===== config.mk =====
export PLATFORM = sky130hd
export DESIGN_NAME = waypoint_path_distance
export DESIGN_NICKNAME = d
export VERILOG_FILES = /design/src/wpd_pkg.sv /design/src/waypoint_path_distance.sv
export SDC_FILE = /design/constraint.sdc
export NUM_CORES = 2
export LEC_CHECK = 0
export ABC_AREA = 1
export BUFFER_PORTS_ARGS = -buffer_cell sky130_fd_sc_hd__buf_4
export CAP_MARGIN = 10
export CORE_MARGIN = 3
export CORE_UTILIZATION = 35
export DETAILED_ROUTE_END_ITERATION = 12
export GPL_TIMING_DRIVEN = 0
export PLACE_DENSITY = 0.54
export SETUP_SLACK_MARGIN = 0.1
export SYNTH_ARGS = -nofsm -noshare
export SYNTH_HDL_FRONTEND = slang
export SYNTH_SLANG_ARGS = --single-unit
export TNS_END_PERCENT = 30

===== constraint.sdc =====
create_clock -name clock -period 16.1 [get_ports clock]
set_clock_uncertainty 0.2 [all_clocks]
set_input_delay 1.61 -clock clock [delete_from_list [all_inputs] [get_ports clock]]
set_output_delay 1.61 -clock clock [all_outputs]
set_load 0.01 [all_outputs]

===== src/wpd_pkg.sv =====
// types, constants and horner series tables for the waypoint distance block
package wpd_pkg;

   typedef logic signed [19:0] lat_type;
   typedef logic signed [20:0] lon_type;
   typedef logic [22:0]        scale_type;
   typedef logic [29:0]        seg_type;
   typedef logic [47:0]        total_type;
   typedef logic [2:0]         hstep_type;

   localparam scale_type SCALE_RESET = 23'd2036858;
   localparam seg_type   SEG_MAX     = '1;
   localparam total_type TOTAL_MAX   = '1;

   // angles in half arc-seconds, radians and cosine in q30
   localparam logic [30:0] Q30_ONE               = 31'h4000_0000;
   localparam logic [20:0] HALF_TURN_HALF_SEC    = 21'd1296000;
   localparam logic [20:0] QUARTER_TURN_HALF_SEC = 21'd648000;
   localparam logic [21:0] RAD_PER_HALF_SEC_Q40  = 22'd2665291;

   localparam hstep_type HORNER_LAST = 3'd4;

   // divisor of each horner step
   function automatic logic [7:0] horner_div(input hstep_type idx);
      logic [7:0] n;
      unique case (idx)
         3'd0:    n = 8'd132;
         3'd1:    n = 8'd90;
         3'd2:    n = 8'd56;
         3'd3:    n = 8'd30;
         default: n = 8'd12;
      endcase
      return n;
   endfunction

   // floor(2^s / n), s = 32 + floor(log2 n), so the quotient is low by at most one
   function automatic logic [31:0] horner_recip(input hstep_type idx);
      logic [31:0] m;
      unique case (idx)
         3'd0:    m = 32'd4164816771;
         3'd1:    m = 32'd3054198966;
         3'd2:    m = 32'd2454267026;
         3'd3:    m = 32'd2290649224;
         default: m = 32'd2863311530;
      endcase
      return m;
   endfunction

   function automatic logic [5:0] horner_shift(input hstep_type idx);
      logic [5:0] s;
      unique case (idx)
         3'd0:    s = 6'd39;
         3'd1:    s = 6'd38;
         3'd2:    s = 6'd37;
         3'd3:    s = 6'd36;
         default: s = 6'd35;
      endcase
      return s;
   endfunction

endpackage


===== src/waypoint_path_distance.sv =====
// waypoint path length: one shared 32x32 multiplier under a sequencer, bit-serial root
// a measured segment runs the horner series and the root; a leg that saturates skips the
// root, and the first waypoint of a path goes straight to its result word
// a new word is taken only in idle, once the last result is loaded; the multiplier steps
// (3 per horner term) and the 31-step root set the pace; a stalled result holds the sequencer
// reset (synchronous, active high) clears the path state and restores the scale register
module waypoint_path_distance #(
   parameter int DIST_FRAC_BITS = 4,
   parameter int COS_FRAC_BITS  = 16
) (
   input  logic                 clock,
   input  logic                 reset,
   input  logic                 req_valid,
   output logic                 req_stall,
   input  wpd_pkg::lat_type     req_lat_arcsec,
   input  wpd_pkg::lon_type     req_lon_arcsec,
   input  logic                 req_path_start,
   output logic                 rsp_valid,
   input  logic                 rsp_stall,
   output wpd_pkg::seg_type     rsp_segment_dist,
   output wpd_pkg::total_type   rsp_total_dist,
   output logic                 rsp_segment_valid,
   input  logic                 csr_wr_en,
   input  wpd_pkg::scale_type   csr_wr_data
);
   import wpd_pkg::*;

   localparam int COS_W   = COS_FRAC_BITS + 1;
   localparam int ACC_W   = 18 + COS_W;
   localparam int SUM_W   = 36 + COS_W;
   localparam int DX16_W  = SUM_W - (COS_FRAC_BITS - 8);
   localparam int DXQ_W   = DX16_W + 1 - (16 - DIST_FRAC_BITS);
   localparam logic [31:0] COS_RND = 32'(1) << (29 - COS_FRAC_BITS);
   localparam logic [DX16_W:0] DIST_RND = (DX16_W + 1)'(1) << (15 - DIST_FRAC_BITS);

   localparam logic [4:0] ST_IDLE = 5'd0;
   localparam logic [4:0] ST_PREP = 5'd1;
   localparam logic [4:0] ST_FOLD = 5'd2;
   localparam logic [4:0] ST_XM   = 5'd3;
   localparam logic [4:0] ST_X2M  = 5'd4;
   localparam logic [4:0] ST_X2R  = 5'd5;
   localparam logic [4:0] ST_HM   = 5'd6;
   localparam logic [4:0] ST_HR   = 5'd7;
   localparam logic [4:0] ST_HQ   = 5'd8;
   localparam logic [4:0] ST_HC   = 5'd9;
   localparam logic [4:0] ST_HL   = 5'd10;
   localparam logic [4:0] ST_HU   = 5'd11;
   localparam logic [4:0] ST_COS  = 5'd12;
   localparam logic [4:0] ST_DY   = 5'd13;
   localparam logic [4:0] ST_DV   = 5'd14;
   localparam logic [4:0] ST_DL   = 5'd15;
   localparam logic [4:0] ST_DH   = 5'd16;
   localparam logic [4:0] ST_DS   = 5'd17;
   localparam logic [4:0] ST_DR   = 5'd18;
   localparam logic [4:0] ST_SAT  = 5'd19;
   localparam logic [4:0] ST_SQ2  = 5'd20;
   localparam logic [4:0] ST_SQ3  = 5'd21;
   localparam logic [4:0] ST_ROOT = 5'd22;
   localparam logic [4:0] ST_TOT  = 5'd23;
   localparam logic [4:0] ST_DONE = 5'd24;

   logic [4:0]          state_ff, state_in;
   lat_type             cur_lat_ff, cur_lat_in;
   lon_type             cur_lon_ff, cur_lon_in;
   logic                start_ff, start_in;
   lat_type             prev_lat_ff, prev_lat_in;
   lon_type             prev_lon_ff, prev_lon_in;
   logic                have_prev_ff, have_prev_in;
   scale_type           scale_ff, scale_in;
   logic [20:0]         ang_ff, ang_in;
   logic [19:0]         dlat_ff, dlat_in;
   logic [20:0]         dlon_ff, dlon_in;
   logic [63:0]         prod_ff, prod_in;
   logic [31:0]         x2_ff, x2_in;
   logic [30:0]         t_ff, t_in;
   logic [31:0]         p_ff, p_in;
   logic [28:0]         q0_ff, q0_in;
   hstep_type           h_idx_ff, h_idx_in;
   logic [30:0]         c_ff, c_in;
   logic [COS_W-1:0]    cos_ff, cos_in;
   logic [17:0]         vh_ff, vh_in;
   logic [ACC_W-1:0]    acc_ff, acc_in;
   logic [DX16_W-1:0]   dx16_ff, dx16_in;
   logic [DXQ_W-1:0]    dx_ff, dx_in;
   logic [DXQ_W-1:0]    dy_ff, dy_in;
   logic [61:0]         sq_ff, sq_in;
   logic [31:0]         rem_ff, rem_in;
   logic [30:0]         root_ff, root_in;
   logic [4:0]          cnt_ff, cnt_in;
   seg_type             seg_ff, seg_in;
   total_type           total_ff, total_in;
   logic                segv_ff, segv_in;
   logic                rsp_valid_ff, rsp_valid_in;
   seg_type             rsp_seg_ff, rsp_seg_in;
   total_type           rsp_total_ff, rsp_total_in;
   logic                rsp_segv_ff, rsp_segv_in;

   logic [31:0]         mul_a, mul_b;
   logic [20:0]         lat_sum, lat_diff;
   logic [21:0]         lon_diff;
   logic [28:0]         q0_w;
   logic [31:0]         hc_rem;
   logic                hc_corr;
   logic [30:0]         u_w;
   logic [31:0]         cos_sum;
   logic [SUM_W-1:0]    acc_sum;
   logic [DX16_W:0]     rnd_sum;
   logic [33:0]         rem_sh, trial;
   seg_type             seg_w;
   logic [48:0]         total_sum;
   logic                load_rsp;

   assign req_stall         = (state_ff != ST_IDLE);
   assign rsp_valid         = rsp_valid_ff;
   assign rsp_segment_dist  = rsp_seg_ff;
   assign rsp_total_dist    = rsp_total_ff;
   assign rsp_segment_valid = rsp_segv_ff;

   // arithmetic feeding the sequencer
   always_comb begin
      lat_sum  = {cur_lat_ff[19], cur_lat_ff} + {prev_lat_ff[19], prev_lat_ff};
      lat_diff = {cur_lat_ff[19], cur_lat_ff} - {prev_lat_ff[19], prev_lat_ff};
      lon_diff = {cur_lon_ff[20], cur_lon_ff} - {prev_lon_ff[20], prev_lon_ff};
      q0_w     = 29'(prod_ff >> horner_shift(h_idx_ff));
      hc_rem   = p_ff - prod_ff[31:0];
      hc_corr  = (hc_rem >= 32'(horner_div(h_idx_ff)));
      u_w      = prod_ff[61:31];
      cos_sum  = 32'(c_ff) + COS_RND;
      acc_sum  = SUM_W'(acc_ff) + (SUM_W'(prod_ff[ACC_W-1:0]) << 18);
      // shared round-half-up to the output fraction
      if (state_ff == ST_DV) begin
         rnd_sum = (DX16_W + 1)'(prod_ff[42:0]) + DIST_RND;
      end else begin
         rnd_sum = (DX16_W + 1)'(dx16_ff) + DIST_RND;
      end
      rem_sh    = {rem_ff, sq_ff[61:60]};
      trial     = {1'b0, root_ff, 2'b01};
      seg_w     = root_ff[30] ? SEG_MAX : root_ff[29:0];
      total_sum = {1'b0, total_ff} + 49'(seg_w);
   end

   // shared multiplier operand selection
   always_comb begin
      mul_a = '0;
      mul_b = '0;
      unique case (state_ff)
         ST_XM: begin
            mul_a = 32'(ang_ff);
            mul_b = 32'(RAD_PER_HALF_SEC_Q40);
         end
         ST_X2M: begin
            mul_a = 32'(prod_ff[40:10]);
            mul_b = 32'(prod_ff[40:10]);
         end
         ST_HM, ST_HL: begin
            mul_a = x2_ff;
            mul_b = 32'(t_ff);
         end
         ST_HR: begin
            mul_a = prod_ff[61:30];
            mul_b = horner_recip(h_idx_ff);
         end
         ST_HQ: begin
            mul_a = 32'(q0_w);
            mul_b = 32'(horner_div(h_idx_ff));
         end
         ST_DY: begin
            mul_a = 32'(dlat_ff);
            mul_b = 32'(scale_ff);
         end
         ST_DV: begin
            mul_a = 32'(dlon_ff);
            mul_b = 32'(scale_ff);
         end
         ST_DL: begin
            mul_a = 32'(prod_ff[25:8]);
            mul_b = 32'(cos_ff);
         end
         ST_DH: begin
            mul_a = 32'(vh_ff);
            mul_b = 32'(cos_ff);
         end
         ST_SAT: begin
            mul_a = 32'(dx_ff[29:0]);
            mul_b = 32'(dx_ff[29:0]);
         end
         ST_SQ2: begin
            mul_a = 32'(dy_ff[29:0]);
            mul_b = 32'(dy_ff[29:0]);
         end
         default: begin
            mul_a = '0;
            mul_b = '0;
         end
      endcase
      prod_in = 64'(mul_a) * 64'(mul_b);
   end

   // sequencer
   always_comb begin
      state_in     = state_ff;
      cur_lat_in   = cur_lat_ff;
      cur_lon_in   = cur_lon_ff;
      start_in     = start_ff;
      prev_lat_in  = prev_lat_ff;
      prev_lon_in  = prev_lon_ff;
      have_prev_in = have_prev_ff;
      scale_in     = csr_wr_en ? csr_wr_data : scale_ff;
      ang_in       = ang_ff;
      dlat_in      = dlat_ff;
      dlon_in      = dlon_ff;
      x2_in        = x2_ff;
      t_in         = t_ff;
      p_in         = p_ff;
      q0_in        = q0_ff;
      h_idx_in     = h_idx_ff;
      c_in         = c_ff;
      cos_in       = cos_ff;
      vh_in        = vh_ff;
      acc_in       = acc_ff;
      dx16_in      = dx16_ff;
      dx_in        = dx_ff;
      dy_in        = dy_ff;
      sq_in        = sq_ff;
      rem_in       = rem_ff;
      root_in      = root_ff;
      cnt_in       = cnt_ff;
      seg_in       = seg_ff;
      total_in     = total_ff;
      segv_in      = segv_ff;
      load_rsp     = 1'b0;

      unique case (state_ff)
         ST_IDLE: begin
            if (req_valid) begin
               cur_lat_in = req_lat_arcsec;
               cur_lon_in = req_lon_arcsec;
               start_in   = req_path_start;
               state_in   = ST_PREP;
            end
         end
         ST_PREP: begin
            ang_in       = lat_sum[20] ? (21'd0 - lat_sum) : lat_sum;
            dlat_in      = 20'(lat_diff[20] ? (21'd0 - lat_diff) : lat_diff);
            dlon_in      = 21'(lon_diff[21] ? (22'd0 - lon_diff) : lon_diff);
            prev_lat_in  = cur_lat_ff;
            prev_lon_in  = cur_lon_ff;
            have_prev_in = 1'b1;
            if (start_ff || !have_prev_ff) begin
               total_in = '0;
               seg_in   = '0;
               segv_in  = 1'b0;
               state_in = ST_DONE;
            end else begin
               state_in = ST_FOLD;
            end
         end
         ST_FOLD: begin
            // mean latitude never passes half a turn, so one fold lands in a quarter turn
            if (ang_ff > QUARTER_TURN_HALF_SEC) begin
               ang_in = HALF_TURN_HALF_SEC - ang_ff;
            end
            state_in = ST_XM;
         end
         ST_XM: begin
            state_in = ST_X2M;
         end
         ST_X2M: begin
            state_in = ST_X2R;
         end
         ST_X2R: begin
            x2_in    = prod_ff[61:30];
            t_in     = Q30_ONE;
            h_idx_in = '0;
            state_in = ST_HM;
         end
         ST_HM: begin
            state_in = ST_HR;
         end
         ST_HR: begin
            p_in     = prod_ff[61:30];
            state_in = ST_HQ;
         end
         ST_HQ: begin
            q0_in    = q0_w;
            state_in = ST_HC;
         end
         ST_HC: begin
            // reciprocal quotient may be one short
            t_in = Q30_ONE - 31'(q0_ff) - 31'(hc_corr);
            if (h_idx_ff == HORNER_LAST) begin
               state_in = ST_HL;
            end else begin
               h_idx_in = h_idx_ff + 3'd1;
               state_in = ST_HM;
            end
         end
         ST_HL: begin
            state_in = ST_HU;
         end
         ST_HU: begin
            c_in     = (u_w >= Q30_ONE) ? '0 : (Q30_ONE - u_w);
            state_in = ST_COS;
         end
         ST_COS: begin
            cos_in   = COS_W'(cos_sum >> (30 - COS_FRAC_BITS));
            state_in = ST_DY;
         end
         ST_DY: begin
            state_in = ST_DV;
         end
         ST_DV: begin
            dy_in    = DXQ_W'(rnd_sum >> (16 - DIST_FRAC_BITS));
            state_in = ST_DL;
         end
         ST_DL: begin
            vh_in    = prod_ff[43:26];
            state_in = ST_DH;
         end
         ST_DH: begin
            acc_in   = prod_ff[ACC_W-1:0];
            state_in = ST_DS;
         end
         ST_DS: begin
            dx16_in  = DX16_W'(acc_sum >> (COS_FRAC_BITS - 8));
            state_in = ST_DR;
         end
         ST_DR: begin
            dx_in    = DXQ_W'(rnd_sum >> (16 - DIST_FRAC_BITS));
            state_in = ST_SAT;
         end
         ST_SAT: begin
            if ((dx_ff > DXQ_W'(SEG_MAX)) || (dy_ff > DXQ_W'(SEG_MAX))) begin
               root_in  = 31'(SEG_MAX);
               state_in = ST_TOT;
            end else begin
               state_in = ST_SQ2;
            end
         end
         ST_SQ2: begin
            sq_in    = prod_ff[61:0];
            state_in = ST_SQ3;
         end
         ST_SQ3: begin
            sq_in    = sq_ff + prod_ff[61:0];
            rem_in   = '0;
            root_in  = '0;
            cnt_in   = 5'd30;
            state_in = ST_ROOT;
         end
         ST_ROOT: begin
            // one root bit per step, two radicand bits brought down
            if (rem_sh >= trial) begin
               rem_in  = 32'(rem_sh - trial);
               root_in = {root_ff[29:0], 1'b1};
            end else begin
               rem_in  = rem_sh[31:0];
               root_in = {root_ff[29:0], 1'b0};
            end
            sq_in = {sq_ff[59:0], 2'b00};
            if (cnt_ff == 5'd0) begin
               state_in = ST_TOT;
            end else begin
               cnt_in = cnt_ff - 5'd1;
            end
         end
         ST_TOT: begin
            seg_in   = seg_w;
            total_in = total_sum[48] ? TOTAL_MAX : total_sum[47:0];
            segv_in  = 1'b1;
            state_in = ST_DONE;
         end
         ST_DONE: begin
            if (!rsp_valid_ff || !rsp_stall) begin
               load_rsp = 1'b1;
               state_in = ST_IDLE;
            end
         end
         default: begin
            state_in = ST_IDLE;
         end
      endcase
   end

   // output word register
   always_comb begin
      rsp_seg_in   = rsp_seg_ff;
      rsp_total_in = rsp_total_ff;
      rsp_segv_in  = rsp_segv_ff;
      if (load_rsp) begin
         rsp_valid_in = 1'b1;
         rsp_seg_in   = seg_ff;
         rsp_total_in = total_ff;
         rsp_segv_in  = segv_ff;
      end else if (rsp_stall) begin
         rsp_valid_in = rsp_valid_ff;
      end else begin
         rsp_valid_in = 1'b0;
      end
   end

   always_ff @(posedge clock) begin
      if (reset) begin
         state_ff     <= ST_IDLE;
         have_prev_ff <= 1'b0;
         prev_lat_ff  <= '0;
         prev_lon_ff  <= '0;
         total_ff     <= '0;
         scale_ff     <= SCALE_RESET;
         rsp_valid_ff <= 1'b0;
      end else begin
         state_ff     <= state_in;
         have_prev_ff <= have_prev_in;
         prev_lat_ff  <= prev_lat_in;
         prev_lon_ff  <= prev_lon_in;
         total_ff     <= total_in;
         scale_ff     <= scale_in;
         rsp_valid_ff <= rsp_valid_in;
      end
   end

   always_ff @(posedge clock) begin
      cur_lat_ff   <= cur_lat_in;
      cur_lon_ff   <= cur_lon_in;
      start_ff     <= start_in;
      ang_ff       <= ang_in;
      dlat_ff      <= dlat_in;
      dlon_ff      <= dlon_in;
      prod_ff      <= prod_in;
      x2_ff        <= x2_in;
      t_ff         <= t_in;
      p_ff         <= p_in;
      q0_ff        <= q0_in;
      h_idx_ff     <= h_idx_in;
      c_ff         <= c_in;
      cos_ff       <= cos_in;
      vh_ff        <= vh_in;
      acc_ff       <= acc_in;
      dx16_ff      <= dx16_in;
      dx_ff        <= dx_in;
      dy_ff        <= dy_in;
      sq_ff        <= sq_in;
      rem_ff       <= rem_in;
      root_ff      <= root_in;
      cnt_ff       <= cnt_in;
      seg_ff       <= seg_in;
      segv_ff      <= segv_in;
      rsp_seg_ff   <= rsp_seg_in;
      rsp_total_ff <= rsp_total_in;
      rsp_segv_ff  <= rsp_segv_in;
   end

endmodule


[Word level (Yosys, flattened, before mapping)]
Cells that the tools add are included.
Storage, ports and cells
  register bits after elaboration: 868
  input port bits: 70
  output and inout bits: 81
  logic and storage cells: 167
Cells by class
  add/sub/neg operators: 20
  multiply operators: 1
  order comparisons: 6
  eq/ne operators: 37
  shifts and indexed selects: 1
  multiplexer cells: 41
  reductions and logical operators: 26
Operator list (number)
  $pmux W32 S11: 1
  $pmux W32 S9: 1
  $pmux W62 S3: 1
  $pmux W5 S25: 1
  $pmux W31 S4: 1
  $mux W48: 2
  $pmux W48 S2: 1
  $pmux W31 S3: 1
  $gt A34 B30 Y1 const B: 2
  $mul A32 B32 Y64: 1
  $pmux W32 S2: 1
  $shr A64 B6 Y29: 1
  $sub A32 B32 Y32: 2
  $mux W21: 3
  $add A62 B62 Y62: 1
  $pmux W31 S2: 1
  $mux W30: 2
  $pmux W30 S2: 1
  $add A35 B53 Y53: 1
  $add A48 B30 Y49: 1
  $add A45 B12 Y46 const B: 1
  $mux W46: 1
  $eq A5 B5 Y1 const B: 9
  $add A43 B12 Y44 const B: 1
  other kinds (49): 94

[Longest topological paths before layout]
  depth after elaboration: 5
  mapped depth: 50
  mapped depth without buffers: 48

[Worst setup path after synthesis]
No wires, ideal clock.
  kind: register -> register
  start: reg state_ff[0]
  end: reg prod_ff[58]
  library setup time: 0.112 ns
  arrival time: 8.211 ns
  data required time: 15.788 ns
  slack: 7.577 ns
  stages on the path, launching flop included: 35
  buffers on the path: 2
  clock period less this slack: 8.523 ns
  cells stage by stage: dfxtp_1 > nor2_1 > inv_1 > nor2_1 > inv_1 > nor2_1 > clkbuf_1 > nand2_1 > nand2_2 > buf_2 > nand2_1 > fa_1 > inv_1 > fa_1 > inv_1 > fa_1 > fa_1 > inv_1 > fa_1 > fa_1 > fa_1 > inv_1 > fa_1 > inv_1 > ha_1 > nand2_1 > nor2_1 > inv_1 > o21ai_0 > a21oi_1 > nand3_1 > a21o_1 > nand2_1 > nand3_1 > nand2_1
On the way
  word-level cells in the longest chain between the ends: 4
  elaborated cells between the ends (all ways): 18
  those cells by class: mul (1); eq/ne (12); mux (2); reduce/logical (3)
Ends and longest elaborated chain
  start, declared: RTL line waypoint_path_distance.sv:62  | logic [4:0] state_ff, state_in;
  start signal, assigned: RTL line waypoint_path_distance.sv:412  | state_ff <= state_in;
  $eq A5 B4 Y1 (tied with other cells): RTL line waypoint_path_distance.sv:146  | unique case (state_ff)
  $reduce_or A2 Y1 (on tied branches)
  $pmux W32 S11 / $pmux W32 S9 (equally long branches): RTL line waypoint_path_distance.sv:146
  $mul A32 B32 Y64 *: RTL line waypoint_path_distance.sv:196  | prod_in = 64'(mul_a) * 64'(mul_b);
  net prod_in[58]: RTL line waypoint_path_distance.sv:73  | logic [63:0] prod_ff, prod_in;
  end signal, assigned: RTL line waypoint_path_distance.sv:429  | prod_ff <= prod_in;
  end, declared: RTL line waypoint_path_distance.sv:73
The timed path passes the listed nets; every way through them passes the cells marked *.
A chain may end at the register's enable or synchronous reset.

[Worst setup path in the final report]
  start: reg state_ff[1]
  end: reg prod_ff[58]
The elaborated chain is that of the path after synthesis.

==> summary.txt <==
Yosys
  – Yosys Warn Count: 0
  – Top cell type by total area after synthesis: edfxtp_1
  – Post-synth EDFFs: between 600 and 700
  – Register bit total from synthesis: 826
  – Yosys top cell area share: 0.226
  – Synth top area cells: edfxtp_1 23%, fa_1 21%, nand2_1 9.8%, inv_1 8.3%, ha_1 8.0%
  – Syn nets: 12.2k
  – Post-synthesis cell area: approximately 85000 um2
  – Main flop type after synthesis: edfxtp_1
  – Synth cell types: 66
  – Register area share after synthesis: 0.269
  – Mapped Cells: about 11k
  – Ys async rst share: 0
  – Synth Area per Inst: 8.01 um2

Setup path
  – Crit path largest cell delay: ~900 ps
  – R2R cell count: 33
  – Critical register-to-register path startpoint: state_ff[1]
  – Kind of critical path: reg -> reg
  – Worst R2R Setup Slack: roughly 4000 ps
  – Worst path arrival time: 12430 ps
  – CP top delay family: adder cells
  – CP max FO: a little over 40
  – R2R Path End: prod_ff[58]
  – WP buf/inv: 7
  – CP max stage cell: buf_2
  – Critical Path Start Type: flop
  – Crit path required time: 16540 ps
  – Worst setup EP type: flop

STA
  – Setup violations, final: 0
  – Max-slew violations: 0
  – Total Negative Setup Slacks: 0 ps
  – Relative slew slack: 0.0722
  – Max Freq: around 83 MHz
  – RSZ-0062 raised after global routing: false
  – Final Hold Viols: 0
  – Fin crit share: 0.744
  – Worst-Margin Slew: ~1400 ps
  – Fin crit period: between 10000 and 15000 ps

Clock network
  – Htree depth: 3
  – CTS tree: yes
  – Latest clock arrival within the worst-skew pair: 800 ps
  – CTS clk-pin slew, worst paths: about 70 ps
  – CTS resizes: 0
  – Worst-case clock buffer depth: 3
  – CTS buffer count: 98
  – Clk sinks: approximately 830
  – Hold Buf Count CTS: 0
  – Post-CTS Setup Bufs: 0
  – Root Driver: clkbuf_16

Finish
  – NumNets Final: ~12k
  – Reg area: about 23000 um2
  – P&R area growth vs syn: 10.6%
  – Area occupied by multi-input gates: about 54000 um2
  – Layout cells sized above 1: 0.0561
  – Fin cells: about 14k
  – FILL cells: ~25k

Floorplan
  – Core box area: 242000 um2
  – Vert. Die Dim: between 500 and 600 um
  – Die area: 250000 um2
  – Die X: between 500 and 600 um
  – Starting Density: 0.354
  – Num ports: roughly 150
  – Row cnt: 180

Route
  – 1st-iter DRT viols: roughly 7k
  – Routed length per placed instance: roughly 27 um
  – Remaining antenna violation count: 0
  – First-pass iteration count of the detailed router: 10
  – DR DRC count: 0
  – Routed vias: 76.4k
  – Via density: 5.37
  – Detailed Route WL: 381 mm

Min path
  – Hold EP: rsp_segment_dist[4]
  – Hold path cells: 0
  – Min-delay src: seg_ff[4]
  – Hold/Removal Path Class: reg -> reg

Placed design
  – Port bufs: 150
  – Final GP Congestion: approximately 1
  – DP Wirelength: around 320 mm
  – Placed cell count: around 14k

Run
  – Max-Cap Viols: 0

Power
  – Power consumption: roughly 0.012 W
  – Peak supply drop: about 0.16 mV
  – Sw Ratio: 0.503
  – Switching power: ~0.0058 W
  – Seq pwr share: 0.283
  – Clk pwr share: 0.207
  – Pint: 0.00574 W
  – Leakage: roughly 43 nW
  – Combinational Power Share: 0.511
  – Total power per unit cell area: roughly 120 nW/um2

Global routing
  – Largest net degree at the start of global routing: between 40 and 50
  – Initial antenna violation count: 23
  – First-pass GRT wire length: roughly 540 mm
  – Number of global-route vias before repair: between 70k and 80k
  – GRT Total Usage: 0.300
  – GRT overflow: 0

Run status
  – Status: finished, final reports clean
## cell usage after synthesis, drive strengths merged (2+ instances only)
master and n:
clkinv 16, o221ai 5, ha 547, a31oi 39, o22ai 18, nor3b 8, a21oi 662, and3 13
inv 1947, a21o 40, nand2 2239, a221oi 16, and2 6, a221o 2, edfxtp 643, o211ai 18
clkbuf 155, a22oi 48, xnor2 69, a32o 2, o21ai 613, a21boi 14, o2111ai 3, o31ai 6
or2 27, nand4 84, o21a 39, nor2 1269, buf 148, xor2 213, a211oi 28, a22o 24
a2111oi 2, o41ai 2, o311ai 3, nand3b 24, nor3 126, nor4 49, o21bai 36, dfxtp 183
nand3 370, fa 903
## per-stage QoR
stage / hold WS [ps] / worst slack, ps / utilization / instance area [um2]
2_1_floorplan: 200 / 7580 / - / 85500
3_3_place_gp: 205 / 2840 / 0.375 / 90600
3_5_place_dp: 205 / 4470 / 0.377 / 91100
4_1_cts: 220 / 4380 / 0.391 / 94500
5_1_grt: 223 / 3800 / 0.391 / 94500
6_report: 217 / 4120 / 0.391 / 94600
## flip-flops by register name, summed over array words and instances (netlist names), 30 cells and up
name              count
dx16_ff              34
sq_ff                62
p_ff                 32
seg_ff               30
dy_ff                34
root_ff              31
t_ff                 31
prod_ff              64
dx_ff                34
total_ff             48
rsp_segment_dist     30
rsp_total_dist       48
x2_ff                32
rem_ff               32
## how the worst max path moves through the flow
stage | startpoint | endpoint | cells after the start
2_1_floorplan | state_ff[0] | prod_ff[58] | 34
3_3_place_gp | state_ff[1] | prod_ff[58] | 37
3_5_place_dp | state_ff[1] | prod_ff[58] | 33
4_1_cts | state_ff[1] | prod_ff[58] | 33
5_1_grt | state_ff[1] | prod_ff[63] | 32
6_report | state_ff[1] | prod_ff[58] | 33
## power groups by stage
stage | registers [W] | clock network, W | logic [W]
finish | 0.00326 | 0.00239 | 0.00589
floorplan | 0.00304 | 0 | 0.00355
global placement | 0.00331 | 0 | 0.00570
detailed placement | 0.00329 | 0 | 0.00578
global route | 0.00326 | 0.00251 | 0.00641
CTS | 0.00325 | 0.00243 | 0.00581
## cell usage in the layout (no fill, tap or decap), drive strengths merged, types with 40 or more instances in the layout
| master | n |
|---|---|
| inv | 1961 |
| a22oi | 48 |
| nor2 | 1269 |
| buf | 324 |
| nor4 | 49 |
| nand3 | 370 |
| ha | 547 |
| xnor2 | 69 |
| fa | 903 |
| dfxtp | 183 |
| o21ai | 613 |
| nor3 | 126 |
| a21oi | 662 |
| nand4 | 84 |
| edfxtp | 643 |
| clkbuf | 278 |
| clkinv | 48 |
| nand2 | 2239 |
| a21o | 40 |
| xor2 | 213 |
## kinds of logic after synthesis
| group | after synthesis | share of synthesized area |
|---|---|---|
| adders and majority gates | 1450 | 0.292 |
| and+or+nand+nor | 4217 | 0.203 |
| buffers and inverters | 2266 | 0.102 |
| AOI/OAI and AO/OA | 1623 | 0.106 |
| xor gates and xnor gates | 282 | 0.0289 |
| DFF | 826 | 0.269 |
## cell type report
type,count,area share
sequential,826,0.243
antenna,10,0.000265
timing repair buffer,176,0.0164
buffer,303,0.0147
clock buffer,123,0.0281
tap,3185,0.0421
multi-input combinational,7572,0.570
inverter,1963,0.0780
clock inverter,63,0.00787
## routing by layer
layer,GRT usage,routed length (um)
met5,0,109
met3,0.0501,28800
met4,0.158,24300
met1,0.391,156000
met2,0.480,172000
## worst register-to-register path: cells and delay by family (launching register included)
kind	cells	cell delay, ps
adder cells (fa/ha/maj)	9	4620
AND/OR/NAND/NOR	16	4100
buffers and inverters	7	2370
flip-flops	1	380
AO/OA/AOI/OAI	1	200
Power figures use the tool's default switching activity.
